`config.mk`:
```
export PLATFORM = sky130hd
export DESIGN_NAME = otb_ram
export DESIGN_NICKNAME = d
export VERILOG_FILES = /design/src/rtl/otb_ram.sv
export SDC_FILE = /design/constraint.sdc
export NUM_CORES = 2
export LEC_CHECK = 0
export ABC_AREA = 1
export BUFFER_PORTS_ARGS = -buffer_cell sky130_fd_sc_hd__buf_2
export CAP_MARGIN = 10
export CORE_MARGIN = 4
export CORE_UTILIZATION = 57
export CTS_BUF_LIST = sky130_fd_sc_hd__clkbuf_16
export CTS_CLUSTER_DIAMETER = 50
export DETAILED_ROUTE_END_ITERATION = 8
export PLACE_DENSITY = 0.76
export SLEW_MARGIN = 10
export SYNTH_ARGS = -nofsm -noshare
export SYNTH_HDL_FRONTEND = slang
export SYNTH_SLANG_ARGS = --single-unit
export TNS_END_PERCENT = 5
```
`constraint.sdc`:
```
create_clock -name clk -period 1.5 [get_ports clk]
set_input_delay 0.075 -clock clk [delete_from_list [all_inputs] [get_ports clk]]
set_output_delay 0.075 -clock clk [all_outputs]
set_load 0.02 [all_outputs]
```
`src/rtl/otb_ram.sv`:
```
`default_nettype none
module otb_ram #(
    parameter int WIDTH = 8,
    parameter int DEPTH = 256
) (
    input  wire logic                     clk,
    input  wire logic                     we,
    input  wire logic [$clog2(DEPTH)-1:0] waddr,
    input  wire logic [WIDTH-1:0]         wdata,
    input  wire logic [$clog2(DEPTH)-1:0] raddr,
    output logic      [WIDTH-1:0]         rdata
);
    logic [WIDTH-1:0] mem [DEPTH];

    always_ff @(posedge clk)
    begin
        if (we)
        begin
            mem[waddr] <= wdata;
        end
        rdata <= mem[raddr];
    end
endmodule
`default_nettype wire

```
# Word level (Yosys, flattened, before mapping)
# Memory sizes are Yosys's and may differ from the RTL's. A register that Yosys moved wholly into a read port is not among the register bits.
# Cells that the tools add are included.
[classes] n_mux=2
[op_table] cell="two-way mux 1 bit" n=2
[word_totals] register_bits=0 mem_bits_rw=2048 input_bits=26 word_cells=3 n_memories=1
[memory_table] memory="mem" words=256 width=8 rd=1 rd_ports_with_merged_regs=1 wr=1 line="13" rtl="logic [WIDTH-1:0] mem [DEPTH];"

# Logic depth before layout (Yosys ltp)
[logic_depth] ltp_word=2 mapped_depth=15 ltp_nobuf=11

# Least setup slack after synthesis
# OpenSTA, ideal clock, no wires.
[synth_timing] kind="input-to-reg" start="input port we" end="memory mem[162][0] (enable)" t_arrival_ps=1196 setup_slack_ps=-66 cell_stages=4 path_cell_list="clkbuf_1 nand3_1 clkbuf_1 nor2_1"
[synth_between] elab_chain_len=2
[synth_lines] element="start, declared" line="7" rtl="input wire logic we,"
[synth_lines] element="two-way mux 1 bit" line="17" rtl="if (we)"
[synth_lines] element="two-way mux 1 bit (not written as such)" line="19" rtl="mem[waddr] <= wdata;"
[synth_lines] element="end, declared" line="13"
# Every way passes these cells.

==> metrics.cfg <==
[outcome]
status=finished with violations
violations=setup timing

[synth]
synth.distinct_cells=14
syn_inst=7003
ys_warn_count=0
ys_ff_latch=2056
synth_area_leaders=edfxtp_1 (74%), nand3_1 (12%), nand2_1 (9.6%), buf_2 (1.6%), nor2_1 (1.3%)
syn_area_mm2=0.0834
synthesis.nets=7029
syn_area_per_cell_um2=11.9
yosysTopAreaCell=edfxtp_1
ys_seq_area_share_pct=73.9
yosys.area.top_type_share_pct=73.7

[clocking]
h-tree-depth=4
path_clk_slew_ns=0.06
cts-buffers-inserted=196
root_buffer=clkbuf_16
cts_buffer_depth=3
cts_tree=built
cts_sinks=2056
clk_latency_ns=0.85

[worst_setup_path]
path_cells=nand2_1 -> nand3_1 -> nand3_1 -> nand3_2 -> nand3_4 -> nand3_4 -> nand3_4 -> nand2_2 -> nand2_2 -> nand2_2
max_stage_delay_ns=0.38
cp.required_ns=2.23
reg2reg_setup_slack_ns=-0.06
setup.worst_path.end_class=register
crit_family=simple AND/OR/NAND/NOR gates
path_class=register to register
worst-path-buf-inv=0
crit_start=mem[118][7]
timing.rr.end=rdata[7]
reg2regPathDepth=10
crit_fanout=1
crit_arrival_ns=2.28
crit_path_start_kind=register
cp_slowest_cell=edfxtp_1
r2r-start=mem[118][7]

[grt]
grt_antenna_before_repair=8
grt_usage_pct=30.7
overflow=0
first_global_vias=57200
grt_pass1_wl_um=351000
grt_max_degree=91

[detailed_routing]
wl_per_cell_um=24.9
viasPerCell=6.23
drt_wl_total_um=239000
drc=0
drt_pre_antenna_iters=6
antenna_left=0
vias=59700
drt_iter0_drc=10100

[pwr]
peakVddDrop_v=0.00130
p_leak_nw=36.3
fin_total_pwr_mw=121
power_density_mw_per_mm2=1210

[floorplanning]
chipWidth_um=391
start_util_pct=57.3
die_height_um=391
num_rows=140
io_pins=34
dieArea_mm2=0.152
core-area_mm2=0.146

[final_layout]
layout-area-overhead-vs-synth_pct=20.1
layout_commonest_cell=nand2_1
drive_above_1_share_pct=19.2
fin_util_pct=68.8
final_cell_mix=nand2_1 (2,094), edfxtp_1 (2,048), nand3_1 (1,636)
final_nets=7517

[sta]
clock_skew_ns=0.0630
finalMaxSlewViolations=0
setup_violations=5
rsz0062_at_grt=true
min_period_ns=1.56
setup_slack_ns=-0.0581
hold_viol_final=0
slew_headroom_pct=47.9
fin_crit_sh_pct=104
fin_worst_hold_slack_ns=0.0564
fin_tns_setup_ns=-0.205
worstMarginPinSlew_ns=0.781
max_freq_ghz=0.642

[run]
drv_cap=0

[placement]
place_ws_ns=-0.855
hpwl_um=145000
port_buffers=33
gp_congestion=0.937

[min_path]
min_from=raddr[5]
hold_path_depth=7
hold_class=primary input to register
hold_end=rdata[4]

synthesized netlist by cell type:
master    number
buf_2        268
buf_1         40
buf_8          1
nand3_1     2019
inv_2          2
inv_1         36
inv_4          1
edfxtp_1    2048
dfxtp_1        8
buf_4         46
nand2_1     2123
buf_6         16
nor2_1       283
clkbuf_1     112
sequential cells by signal, indices dropped and copies added (netlist names):
signal	flops
mem	2048
rdata	8
layer usage:
| layer | GRT usage, % | wire length (um) | up-vias |
|---|---|---|---|
| met5 | 0 | 39 | - |
| met4 | 13.9 | 11200 | 6 |
| met3 | 7.13 | 32600 | 730 |
| met2 | 47.2 | 111000 | 4340 |
| met1 | 42.1 | 84500 | 28800 |
| li1 | - | - | 25900 |
cell families after synthesis:
group | after synthesis | share of synthesized area, %
buffers and inverters | 522 | 3.12
flip-flops | 2056 | 73.9
AND/OR/NAND/NOR | 4425 | 22.9
through the flow:
stage / instance area (um2) / std cells
6_report: 100000 / 9584
3_3_place_gp: 91000 / 9199
4_1_cts: 98500 / 9574
3_5_place_dp: 91000 / 9199
5_1_grt: 100000 / 9574
2_1_floorplan: 83400 / 7003
worst min-delay path: stages:
cell	delay (ns)
buf_2	0.18
buf_12	0.21
nand3_2	0.12
nand3_1	0.07
nand2_1	0.07
nand2_1	0.06
nand2_2	0.05
report_power, final:
| part | internal, mW | switching [mW] |
|---|---|---|
| Clock | 27.0 | 21.4 |
| Combinational | 2.91 | 6.42 |
| Sequential | 63.3 | 0.0820 |
cell type report:
| cell class | instances | area (um2) |
|---|---|---|
| antenna | 10 | 25.0 |
| clock buffer | 201 | 5030 |
| clock inverter | 163 | 1320 |
| fill | 9268 | 45400 |
| inverter | 39 | 180 |
| multi-input combinational | 4425 | 21700 |
| sequential | 2056 | 61700 |
| tap | 1917 | 2400 |
| timing repair buffer | 773 | 7790 |
worst max-delay path by stage:
stage                     slack (ns)  cells after the start           to
after CTS                      -0.02                      1     rdata[6]
after floorplan                -0.07                      4  mem[162][0]
after global routing            -0.1                     10     rdata[7]
after global placement         -0.85                     14     rdata[1]
after detailed placement       -0.85                     14     rdata[5]
final                          -0.06                     10     rdata[7]
repair_timing:
item | CTS | global route
hold endpoints to repair | 2032 | 0
hold buffers | 11 | 0
gates resized for setup | 201 | 314
setup buffers | 0 | 0
setup endpoints to repair | 15 | 8
pin swaps | 34 | 138
Power figures use the tool's default switching activity.
